==> src/rtl/w3mf_median9.sv <==
// Median of nine values through a 19-exchange sorting network, split over
// one internal register stage. Depends on nothing.
module w3mf_median9 #(
	parameter int PIXEL_BITS = 8
) (
	input  logic                  clk,
	input  logic                  en,
	input  logic [PIXEL_BITS-1:0] taps [9],
	output logic [PIXEL_BITS-1:0] median
);

	// First half sorts each group of three; second half merges.
	localparam int A_LO [9]  = '{1, 4, 7, 0, 3, 6, 1, 4, 7};
	localparam int A_HI [9]  = '{2, 5, 8, 1, 4, 7, 2, 5, 8};
	localparam int B_LO [10] = '{0, 5, 4, 3, 1, 2, 4, 4, 6, 4};
	localparam int B_HI [10] = '{3, 8, 7, 6, 4, 5, 7, 2, 4, 2};

	logic [PIXEL_BITS-1:0] part_a [9];
	logic [PIXEL_BITS-1:0] part_s3 [9];
	logic [PIXEL_BITS-1:0] part_b [9];

	// Sort the three groups of three.
	always_comb begin
		logic [PIXEL_BITS-1:0] lo_v;
		logic [PIXEL_BITS-1:0] hi_v;
		part_a = taps;
		for (int k = 0; k < 9; k++) begin
			lo_v = part_a[A_LO[k]];
			hi_v = part_a[A_HI[k]];
			if (lo_v > hi_v) begin
				part_a[A_LO[k]] = hi_v;
				part_a[A_HI[k]] = lo_v;
			end
		end
	end

	always_ff @(posedge clk) begin
		if (en) begin
			part_s3 <= part_a;
		end
	end

	// Merge the sorted groups down to the middle element.
	always_comb begin
		logic [PIXEL_BITS-1:0] lo_v;
		logic [PIXEL_BITS-1:0] hi_v;
		part_b = part_s3;
		for (int k = 0; k < 10; k++) begin
			lo_v = part_b[B_LO[k]];
			hi_v = part_b[B_HI[k]];
			if (lo_v > hi_v) begin
				part_b[B_LO[k]] = hi_v;
				part_b[B_HI[k]] = lo_v;
			end
		end
	end

	assign median = part_b[4];

endmodule
==> config.mk <==
export PLATFORM = sky130hd
export DESIGN_NAME = w3mf_median9
export DESIGN_NICKNAME = d
export VERILOG_FILES = /design/src/rtl/w3mf_median9.sv
export SDC_FILE = /design/constraint.sdc
export NUM_CORES = 1
export LEC_CHECK = 0
export BUFFER_PORTS_ARGS = -buffer_cell sky130_fd_sc_hd__buf_2
export CORE_ASPECT_RATIO = 0.5
export CORE_MARGIN = 2
export CORE_UTILIZATION = 50
export DETAILED_ROUTE_END_ITERATION = 10
export GPL_ROUTABILITY_DRIVEN = 0
export PLACE_DENSITY = 0.69
export SLEW_MARGIN = 20
export SYNTH_ARGS = -nofsm -noshare
export SYNTH_HDL_FRONTEND = slang
export SYNTH_SLANG_ARGS = --single-unit
==> constraint.sdc <==
create_clock -name clk -period 14.84 [get_ports clk]
set_clock_uncertainty 0.15 [all_clocks]
set_input_delay 1.484 -clock clk [delete_from_list [all_inputs] [get_ports clk]]
set_output_delay 1.484 -clock clk [all_outputs]
set_load 0.02 [all_outputs]
; Word-level counts from Yosys, hierarchy flattened
; Index checks and enable logic that the tools add are counted.
[totals]
ff_bits = 72
in_bits = 74
out_inout_bits = 8
word_cells = 49
[classes]
magnitude_cmp = 19
muxes = 21
[op_table]
columns = op, count
row1 = greater-than comparator 8 bit, 19
row2 = 2-to-1 mux 16 bit, 9
row3 = 2-to-1 mux 8 bit, 12

; Depth between registers and ports, before layout
; Gate-level depths: netlist of the first run.
[logic_depth]
ltp_word = 12
ltp_mapped = 56
ltp_nobuf = 53

; Worst setup path after synthesis of the first run
; No wires, ideal clock.
[synth_timing]
path_type = register to output
startpoint = reg part_s3[33] in the netlist's numbering
endpoint = out median[1]
t_arrival_ns = 11.084
path_slack_ns = 2.122
stages_incl_launch_ff = 47
path_cell_list = edfxtp_1 ha_1 nor2b_2 o211ai_2 a21oi_1 o21ai_2 buf_2 a21oi_1 ha_1 o21ai_0 a21oi_1 inv_1 o41a_4 or4_1 and2_1 ha_1 and2_1 a221o_1 [... 11 more ...] inv_1 ha_1 nand4_1 inv_1 nand4_1 nand2b_1 and4b_1 a211o_1 or3_1 and2_1 ha_1 o21a_1 o21a_1 o21ai_0 a21oi_1 o31ai_1 o22ai_1 o21ai_0
[synth_via]
elab_chain_cells = 12
elab_cells_between_ends = 14
[synth_lines]
columns = element, line
row1 = start: declaration, 19  ; logic [PIXEL_BITS-1:0] part_s3 [9];
row2 = start signal: assignment, 39  ; part_s3 <= part_a;
row3 = greater-than comparator 8 bit, 51  ; if (lo_v > hi_v) begin
row4 = 2-to-1 mux 8 bit, 51
row5 = greater-than comparator 8 bit, 51
row6 = 2-to-1 mux 8 bit, 51
row7 = greater-than comparator 8 bit, 51
row8 = 2-to-1 mux 8 bit (*), 51
row9 = greater-than comparator 8 bit, 51
row10 = 2-to-1 mux 8 bit, 51
row11 = greater-than comparator 8 bit, 51
row12 = 2-to-1 mux 8 bit, 51
row13 = greater-than comparator 8 bit, 51
row14 = 2-to-1 mux 8 bit (*), 51
row15 = end: declaration, 9  ; output logic [PIXEL_BITS-1:0] median
; Mark *: on every way between the ends. The rest lies on a longest branch, timed or not.

; Worst setup path after layout of the first run
[layout_timing]
startpoint = reg part_s3[9] in the netlist's numbering
endpoint = out median[1]
; Same word-level chain as after synthesis.

==> results of run 1 <==
-- through the flow --
stage	area, um2	setup WS [ns]
2_1_floorplan	9010	2.12
3_3_place_gp	9690	0.994
4_1_cts	10000	0.120
3_5_place_dp	9690	0.553
6_report	10000	0.964
5_1_grt	10000	0.0901
-- worst max-delay path, delay by kind of cell (launching register included) --
family / cells / cell delay [ns]
AO/OA/AOI/OAI: 20 / 5.91
adder cells (fa/ha/maj): 6 / 1.65
buffers and inverters: 7 / 1.05
flip-flops: 1 / 0.42
multiplexers: 1 / 0.42
AND/OR/NAND/NOR: 13 / 2.43
-- how the worst min path moves through the flow --
stage,from,endpoint,slack [ns],cells after the start
after floorplan,en,part_s3[0]$_DFFE_PP_,1.45,0
after detailed placement,taps[42],part_s3[42]$_DFFE_PP_,1.65,3
final,taps[42],part_s3[42]$_DFFE_PP_,1.31,3
after global placement,taps[42],part_s3[42]$_DFFE_PP_,1.65,3
after CTS,taps[42],part_s3[42]$_DFFE_PP_,1.30,3
after global routing,taps[43],part_s3[43]$_DFFE_PP_,1.33,3
-- cell type report --
class	instances	area (um2)	share of cell area
inverter	120	450	0.0448
multi-input combinational	795	6340	0.631
sequential	72	2160	0.215
timing repair buffer	90	473	0.0471
clock buffer	9	225	0.0224
tap	234	293	0.0291
clock inverter	7	101	0.0101
-- synth_stat cells (14+ instances only) --
library cell,instances
sky130_fd_sc_hd__a21o_1,39
sky130_fd_sc_hd__nor2b_1,16
sky130_fd_sc_hd__ha_1,150
sky130_fd_sc_hd__nor2_1,64
sky130_fd_sc_hd__mux2i_1,112
sky130_fd_sc_hd__nand3_1,30
sky130_fd_sc_hd__a21oi_1,75
sky130_fd_sc_hd__clkbuf_1,21
sky130_fd_sc_hd__mux2_2,23
sky130_fd_sc_hd__o21ai_1,17
sky130_fd_sc_hd__o21a_1,14
sky130_fd_sc_hd__inv_1,119
sky130_fd_sc_hd__edfxtp_1,72
sky130_fd_sc_hd__nand2_1,46
sky130_fd_sc_hd__o21ai_0,53
-- routing by layer --
metal  GRT usage  wire length, um  share of wire  up-vias
met5           0                0              0        -
met4      0.0414              227         0.0096        0
met3      0.0329             1280          0.054       24
met2       0.396            10300           0.44      215
met1       0.358            11800           0.50     3662
li1            -                -              -     3891
-- cells by family after synthesis --
| kind of cell | count (synthesis) | share of synthesized area |
|---|---|---|
| adders and majority gates | 150 | 0.208 |
| buffers and inverters | 146 | 0.0619 |
| DFF | 72 | 0.240 |
| muxes | 135 | 0.153 |
| AOI/OAI and AO/OA | 264 | 0.198 |
| and+or+nand+nor | 246 | 0.139 |
-- timing repair --
action,4_1_cts,5_1_grt
gates resized for setup,0,3
endpoints found under the setup margin,0,8
buffers inserted,0,0
==> metrics.log, run 1 <==
INFO  metric dr.pass1.iters = 5
INFO  metric cts_inserted_buffers = 9
INFO  metric grt_util_all_layers = 0.246
INFO  metric ys_warns = 0
INFO  metric rows = 34
INFO  metric ctsRootBufferMaster = sky130_fd_sc_hd__clkbuf_16
INFO  metric count_of_mapped_cells_out_of_synthesis = 1013
INFO  metric hold_slack = 1.31 ns
INFO  metric via_count = 7792
INFO  metric critical-path-top-cell-by-count = sky130_fd_sc_hd__ha_1
INFO  metric finalMaxSlewViolations = 0
INFO  metric synth_seq_area_share = 0.240
INFO  metric dp.cells = 1311
INFO  metric synth_area_per_cell = 8.90 um2
INFO  metric chipHeight = 98.9 um
INFO  metric timing.critical_path.slowest_cell_delay = 0.64 ns
INFO  metric drive_gt1_frac = 0.149
INFO  metric die_width = 194 um
INFO  metric period_share = 0.935
INFO  metric timing.final.hold_violations = 0
INFO  metric leading_cell_types_in_the_layout_fill_and_taps_excluded = sky130_fd_sc_hd__ha_1 (150), sky130_fd_sc_hd__inv_1 (119), sky130_fd_sc_hd__mux2i_1 (112)
INFO  metric insertedDiodeCount = 0
INFO  metric layout.cells.non_filler = 1327
INFO  metric critPathCaptureType = primary output
INFO  metric ys_dominant_reg_cell = sky130_fd_sc_hd__edfxtp_1
INFO  metric netlist-cell-type-count = 75
INFO  metric placement.io_buffers = 81
INFO  metric rsz0062_at_grt = false
INFO  metric fillCellCount = 1570
INFO  metric critPathArrivalTime = 12.24 ns
INFO  metric async_reset_ff_frac = 0
INFO  metric design.die.area = 19200 um2
INFO  metric synth_top_cell_area_share = 0.240
INFO  metric cts.reportedPaths.clkPinSlew = 0.06 ns
INFO  metric drt-vias-per-instance = 5.87
INFO  metric final_nets = 1312
INFO  metric clock_tree.buffer_depth = 2
INFO  metric crit_path_top_delay_cell = sky130_fd_sc_hd__o31ai_4
INFO  metric hold_fix_buffers_cts = 0
INFO  metric largest_register = part_s3
INFO  metric status = finished, final reports clean
INFO  metric initial_utilization = 0.514
INFO  metric crit_start = part_s3[9]$_DFFE_PP_
INFO  metric count_of_flip_flops_with_a_built_in_enable_after_synthesis = 72
INFO  metric cts_tree = built
INFO  metric numClockSinks = 72
INFO  metric synth.top_cells.by_area = sky130_fd_sc_hd__edfxtp_1 (24%), sky130_fd_sc_hd__ha_1 (21%), sky130_fd_sc_hd__mux2i_1 (12%), sky130_fd_sc_hd__inv_1 (5.0%), sky130_fd_sc_hd__a21oi_1 (4.2%)
INFO  metric holdCritPathClass = primary input to flip-flop
INFO  metric cap_viol_max_count = 0
INFO  metric number_of_flip_flops_and_latches_in_the_synthesized_netlist = 72
INFO  metric max-slew-margin-rel = 0.298
INFO  metric max_freq = 72.1 MHz
INFO  metric grt_pass1_vias = 7274
INFO  metric detail_route.wirelength = 23.6 mm
INFO  metric floorplan.core_area = 17500 um2
INFO  metric top_regs = part_s3 (72)
INFO  metric crit_end = median[1]
INFO  metric globalRouteOverflowTotal = 0
INFO  metric detailed_place_hpwl = 19.8 mm
INFO  metric wl_per_cell = 17.8 um
INFO  metric setup_viol = 0
INFO  metric worstPathRequired = 13.21 ns
INFO  metric worst-setup-path-type = flip-flop to primary output
INFO  metric post-synth-top-area-cell = sky130_fd_sc_hd__edfxtp_1
INFO  metric synthesis_to_layout_area_growth = 11.5%
INFO  metric largest_register_ff_count = 72
INFO  metric max_slew.worst_pin.slew = 1.05 ns
INFO  metric ant_nets = 0
INFO  metric route.detailed.drc = 0
INFO  metric pin_count_of_the_biggest_net_entering_global_routing = 73
INFO  metric fin_util = 0.573
INFO  metric tns = 0 ns
INFO  metric antenna_found_initial = 0
INFO  metric kind_of_launch_point_of_the_worst_setup_path = flip-flop
INFO  metric postSynthNetCount = 1237
INFO  metric syn-cell-area = 9010 um2
INFO  metric grt_first_pass_wirelength = 37.8 mm
INFO  metric timing.final.crit_period = 13.88 ns
INFO  metric mostFrequentLayoutCell = sky130_fd_sc_hd__ha_1
INFO  metric cts-htree-levels = 3
INFO  metric worst-path-max-fanout = 20
INFO  metric drt-initial-drc-count = 558
INFO  metric ios = 82
Power of run 1 is not shown: default switching activity piles up to over one toggle a cycle in this logic, so the estimate is an artifact.
==> run 2, diff against run 1 <==
==> constraint.sdc (replaced) <==
create_clock -name clk -period 14.48 [get_ports clk]
set_clock_uncertainty 0.15 [all_clocks]
set_input_delay 1.448 -clock clk [delete_from_list [all_inputs] [get_ports clk]]
set_output_delay 1.448 -clock clk [all_outputs]
set_load 0.02 [all_outputs]
==> run 2 against run 1 <==
- sequential share of layout area hardly changed
- worst hold slack worse by 0.025 ns
- global-route usage is 0.084 points lower
- die area stayed put
- setup slack better by 0.0077 ns
- wire length is 0.39% higher
- count of clock-buffer cells in the layout is 1 higher
- highest routed layer unchanged
- critical path depth is 1 higher
- via count is 1.3% higher
==> metrics.log, run 2 (same netlist as run 1, synthesis figures left out) <==
INFO  metric finalMaxSlewViolations = 0 (unchanged)
INFO  metric floorplan.core_area = 17500 um2 (unchanged)
INFO  metric timing.final.hold_violations = 0 (unchanged)
INFO  metric min-delay-start = taps[22]
INFO  metric top_regs = part_s3 (72)
INFO  metric clock_tree.buffer_depth = 2 (unchanged)
INFO  metric final_nets = 1314 (+0.15%)
INFO  metric globalRouteMet3Util = 0.0301 (-0.00274)
INFO  metric placement.io_buffers = 81 (unchanged)
INFO  metric detailed_place_hpwl = 19.8 mm (+0.29%)
INFO  metric cts-htree-levels = 3 (unchanged)
INFO  metric ios = 82 (unchanged)
INFO  metric drive_gt1_frac = 0.150 (+0.000641)
INFO  metric cap_viol_max_count = 0 (unchanged)
INFO  metric status = finished, final reports clean
INFO  metric cts_tree = built
INFO  metric via_count = 7896 (+1.3%)
INFO  metric synthesis_to_layout_area_growth = 11.5% (about the same)
INFO  metric rows = 34 (unchanged)
INFO  metric detail_route.wirelength = 23.7 mm (+0.39%)
INFO  metric grt_pass1_vias = 7454 (+2.5%)
INFO  metric max_slew.worst_pin.slew = 1.06 ns (+0.00244 ns)
INFO  metric drt-vias-per-instance = 5.94 (+1.2%)
INFO  metric ant_nets = 0 (unchanged)
INFO  metric wl_per_cell = 17.8 um (+0.24%)
INFO  metric busiest_layer = met2
INFO  metric timing.critical_path.slowest_cell_delay = 0.59 ns (-0.05 ns)
INFO  metric critPathArrivalTime = 11.91 ns (-0.33 ns)
INFO  metric worstPathRequired = 12.88 ns (-0.33 ns)
INFO  metric rsz0062_at_grt = false
INFO  metric setup_viol = 0 (unchanged)
INFO  metric cts.reportedPaths.clkPinSlew = 0.06 ns (about the same)
INFO  metric grtUsageMet1 = 0.351 (-0.00680)
INFO  metric ctsRootBufferMaster = sky130_fd_sc_hd__clkbuf_16
INFO  metric largest_register_ff_count = 72 (unchanged)
INFO  metric tns = 0 ns (unchanged)
INFO  metric initial_utilization = 0.514 (unchanged)
INFO  metric chipHeight = 98.9 um (unchanged)
INFO  metric grt_first_pass_wirelength = 37.5 mm (-0.57%)
INFO  metric met2_track_demand_over_resource_in_global_routing = 0.397 (+0.00110)
INFO  metric cts_inserted_buffers = 9 (unchanged)
INFO  metric pin_count_of_the_biggest_net_entering_global_routing = 73 (unchanged)
INFO  metric worst-setup-path-type = flip-flop to primary output
INFO  metric numClockSinks = 72 (unchanged)
INFO  metric globalRouteOverflowTotal = 0 (unchanged)
INFO  metric dr.pass1.iters = 6 (+1)
INFO  metric critPathCaptureType = primary output
INFO  metric antenna_found_initial = 0 (unchanged)
INFO  metric period_share = 0.933
INFO  metric insertedDiodeCount = 0 (unchanged)
INFO  metric crit_start = part_s3[33]$_DFFE_PP_
INFO  metric die_width = 194 um (unchanged)
INFO  metric worst-path-max-fanout = 20 (unchanged)
INFO  metric max-slew-margin-rel = 0.296 (-0.00163)
INFO  metric crit_path_top_delay_cell = sky130_fd_sc_hd__o31ai_1
INFO  metric largest_register = part_s3
INFO  metric timing.final.crit_period = 13.51 ns
INFO  metric mostFrequentLayoutCell = sky130_fd_sc_hd__ha_1
INFO  metric grt_util_all_layers = 0.245 (-0.000842)
INFO  metric min_path_cells = 3 (unchanged)
INFO  metric route.detailed.drc = 0 (unchanged)
INFO  metric design.die.area = 19200 um2 (unchanged)
INFO  metric leading_cell_types_in_the_layout_fill_and_taps_excluded = sky130_fd_sc_hd__ha_1 (150), sky130_fd_sc_hd__inv_1 (119), sky130_fd_sc_hd__mux2i_1 (112)
INFO  metric max_freq = 74.0 MHz
INFO  metric holdCritPathClass = primary input to flip-flop
INFO  metric drt-initial-drc-count = 518 (-7.2%)
INFO  metric kind_of_launch_point_of_the_worst_setup_path = flip-flop
-- run 2: cell count changes in the layout (fill, tap and decap cells not counted) --
cell                        change
sky130_fd_sc_hd__buf_12         +1
sky130_fd_sc_hd__buf_4          +1
sky130_fd_sc_hd__bufinv_16      -1
sky130_fd_sc_hd__clkbuf_1       +1
sky130_fd_sc_hd__clkinv_2       +1
sky130_fd_sc_hd__clkinv_4       -1
-- run 2: final cells by class --
| class | instances | area, um2 |
|---|---|---|
| inverter | 120 | 450 |
| clock inverter | 6 | 67.6 |
| timing repair buffer | 92 | 500 |
| sequential | 72 | 2160 |
| multi-input combinational | 795 | 6340 |
| tap | 234 | 293 |
| clock buffer | 10 | 229 |
| fill | 1566 | 7480 |
-- run 2: worst paths after layout --
check                     to  slack (ns)
max                median[1]        0.97
min    part_s3[22]$_DFFE_PP_        1.28
-- run 2: routing by layer --
| layer | up-vias | wire length [um] |
|---|---|---|
| met2 | 236 | 10300 |
| met1 | 3746 | 11300 |
| met3 | 26 | 1650 |
| met5 | - | 0 |
| li1 | 3888 | - |
| met4 | 0 | 351 |
-- run 2: worst max-delay path, delay by kind of cell, from the launching register on --
kind | cells | cell delay [ns]
adder cells (fa/ha/maj) | 6 | 1.78
AND/OR/NAND/NOR | 11 | 1.66
flip-flops | 1 | 0.49
buffers and inverters | 4 | 0.81
AO/OA/AOI/OAI | 27 | 6.83
-- run 2: repair_timing --
item / in CTS / in global routing
setup endpoints to repair: 0 / 8
buffers inserted: 0 / 3
hold buffers: 0 / 0
gates resized for setup: 0 / 4
-- run 2: stage by stage --
stage	hold slack (ns)	cells	setup WS (ns)	utilization	instance area (um2)
detailed placement	1.62	1310	0.675	0.553	9690
floorplan	1.41	1013	1.80	-	9010
global route	1.29	1329	0.158	0.573	10000
global placement	1.62	1310	0.970	0.553	9690
CTS	1.28	1326	0.271	0.570	9980
finish	1.28	1329	0.972	0.573	10000
Power of run 2 is left out for the same reason.
==> run 3, diff against run 2 <==
--- a/config.mk
+++ b/config.mk
@@ -7,7 +7,6 @@
 export LEC_CHECK = 0
 export BUFFER_PORTS_ARGS = -buffer_cell sky130_fd_sc_hd__buf_2
 export CORE_ASPECT_RATIO = 0.5
-export CORE_MARGIN = 2
 export CORE_UTILIZATION = 50
 export DETAILED_ROUTE_END_ITERATION = 10
 export GPL_ROUTABILITY_DRIVEN = 0
==> run 3 against run 2 <==
- die area is 3.0% lower
- flip-flop and latch count did not move
- maximum frequency decreased by 2.4%
- setup slack worse by 0.34 ns
- critical path depth is 4 lower
- via count is 1.1% lower
- non-clock buffer count is 1 lower
- worst hold slack lost 0.0049 ns
- core utilization grew 0.37 points
- wire length grew 0.55%
- final cell count barely moved
- global-route usage increased by 1.9 points
==> metrics.log, run 3 (same netlist as run 1, synthesis figures left out) <==
INFO  metric status = finished, final reports clean
INFO  metric timing.final.hold_violations = 0 (unchanged)
INFO  metric critPathArrivalTime = 12.25 ns (+0.34 ns)
INFO  metric die_width = 192 um (-1.0%)
INFO  metric max_freq = 72.2 MHz (-2.4%)
INFO  metric placement.io_buffers = 81 (unchanged)
INFO  metric leading_cell_types_in_the_layout_fill_and_taps_excluded = sky130_fd_sc_hd__ha_1 (150), sky130_fd_sc_hd__inv_1 (119), sky130_fd_sc_hd__mux2i_1 (112)
INFO  metric register_area = 2160 um2 (unchanged)
INFO  metric design.die.area = 18600 um2 (-3.0%)
INFO  metric ios = 82 (unchanged)
INFO  metric finalMaxSlewViolations = 0 (unchanged)
INFO  metric synthesis_to_layout_area_growth = 11.9%
INFO  metric largest_register_ff_count = 72 (unchanged)
INFO  metric route.detailed.drc = 0 (unchanged)
INFO  metric chipHeight = 96.9 um (-2.0%)
INFO  metric cap_viol_max_count = 0 (unchanged)
INFO  metric detailed_place_hpwl = 19.9 mm (about the same)
INFO  metric period_share = 0.956 (+0.0233)
INFO  metric largest_register = part_s3
INFO  metric antenna_found_initial = 1 (+1)
INFO  metric cts_inserted_buffers = 9 (unchanged)
INFO  metric drt-initial-drc-count = 534 (+3.1%)
INFO  metric dr.pass1.iters = 5 (-1)
INFO  metric wl_per_cell = 17.9 um (+0.62%)
INFO  metric holdCritPathClass = primary input to flip-flop
INFO  metric critical-path-top-cell-by-count = sky130_fd_sc_hd__ha_1
INFO  metric insertedDiodeCount = 0 (unchanged)
INFO  metric timing.critical_path.slowest_cell_delay = 0.58 ns (about the same)
INFO  metric grt_pass1_vias = 7618 (+2.2%)
INFO  metric clock_tree.buffer_depth = 2 (unchanged)
INFO  metric mostFrequentLayoutCell = sky130_fd_sc_hd__ha_1
INFO  metric via_count = 7808 (-1.1%)
INFO  metric rsz0062_at_grt = false
INFO  metric timing.final.crit_period = 13.85 ns (+0.338 ns)
INFO  metric cts_tree = built
INFO  metric kind_of_launch_point_of_the_worst_setup_path = flip-flop
INFO  metric critPathCaptureType = primary output
INFO  metric worst-path-max-fanout = 20 (unchanged)
INFO  metric worstPathRequired = 12.88 ns (about the same)
INFO  metric rows = 34 (unchanged)
INFO  metric grt_util_all_layers = 0.264 (+0.0188)
INFO  metric multi_input_area = 6370 um2 (+0.36%)
INFO  metric max-slew-margin-rel = 0.261 (-0.0356)
INFO  metric final_nets = 1313 (-0.076%)
INFO  metric setup_viol = 0 (unchanged)
INFO  metric crit_path_top_delay_cell = sky130_fd_sc_hd__o41a_4
INFO  metric max_slew.worst_pin.slew = 1.11 ns (+0.0534 ns)
INFO  metric drt-vias-per-instance = 5.88 (-1.0%)
INFO  metric drive_gt1_frac = 0.154 (+0.00471)
INFO  metric fillCellCount = 1587 (+1.3%)
INFO  metric cts-htree-levels = 3 (unchanged)
INFO  metric met3_length = 1.88 mm (+14%)
INFO  metric initial_utilization = 0.515 (+0.00125)
INFO  metric numClockSinks = 72 (unchanged)
INFO  metric globalRouteOverflowTotal = 0 (unchanged)
INFO  metric cts.reportedPaths.clkPinSlew = 0.07 ns (about the same)
INFO  metric floorplan.core_area = 17500 um2 (-0.24%)
INFO  metric wirelength_met1 = 11.1 mm (-2.2%)
INFO  metric ant_nets = 0 (unchanged)
INFO  metric worst-setup-path-type = flip-flop to primary output
INFO  metric top_regs = part_s3 (72)
INFO  metric pin_count_of_the_biggest_net_entering_global_routing = 73 (unchanged)
INFO  metric top_layer_used = met4
INFO  metric detail_route.wirelength = 23.8 mm (+0.55%)
INFO  metric ctsRootBufferMaster = sky130_fd_sc_hd__clkbuf_16
INFO  metric grt_first_pass_wirelength = 38.2 mm (+1.8%)
INFO  metric tns = 0 ns (unchanged)
INFO  metric detailroute.wirelength.met2 = 10.5 mm (+1.9%)
[run 3: cell count changes in the layout (fill, tap and decap cells not counted), sizes merged]
| cell | delta |
|---|---|
| clkbuf | -1 |
| bufinv | +1 |
| clkinvlp | -2 |
| buf | -1 |
| inv | +2 |
[run 3: path summary, 6_finish.rpt]
path	startpoint	end	slack (ns)	cells after the start
worst max-delay path	part_s3[33]$_DFFE_PP_	median[2]	0.63	44
worst min-delay path	taps[47]	part_s3[47]$_DFFE_PP_	1.28	3
[run 3: cell type report]
type | instances | area share
Inverter | 120 | 0.0447
Multi-Input combinational cell | 795 | 0.631
Sequential cell | 72 | 0.214
Clock inverter | 7 | 0.0108
Timing Repair Buffer | 91 | 0.0476
Tap cell | 234 | 0.0290
Clock buffer | 9 | 0.0223
[run 3: timing repair]
| item | CTS | global route |
|---|---|---|
| pin swaps | 0 | 1 |
| gates resized for setup | 2 | 6 |
| buffers inserted | 0 | 3 |
| hold endpoints to repair | 0 | 0 |
| hold buffers | 0 | 0 |
| endpoints found under the setup margin | 8 | 8 |
[run 3: per-layer routing]
metal / track usage / up-vias
met3: 0.0744 / 34
met5: 0 / -
met4: 0.0507 / 0
met1: 0.353 / 3663
met2: 0.424 / 215
li1: - / 3896
[run 3: metrics by stage]
step	std cells	utilization	hold WS (ns)	instance area [um2]	setup slack [ns]
2_1_floorplan	1013	-	1.41	9010	1.80
3_3_place_gp	1309	0.554	1.62	9680	0.550
3_5_place_dp	1309	0.554	1.62	9680	0.0797
4_1_cts	1325	0.574	1.27	10000	0.296
5_1_grt	1328	0.577	1.29	10100	0.00396
6_report	1328	0.577	1.28	10100	0.634
[run 3: worst max-delay path: cells and delay by family, from the launching register on]
family	cells	cell delay (ns)
DFF	1	0.50
and+or+nand+nor	12	2.37
AOI/OAI and AO/OA	21	5.87
adders and majority gates	6	1.92
buffers and inverters	5	1.19
Power of run 3 is left out for the same reason.
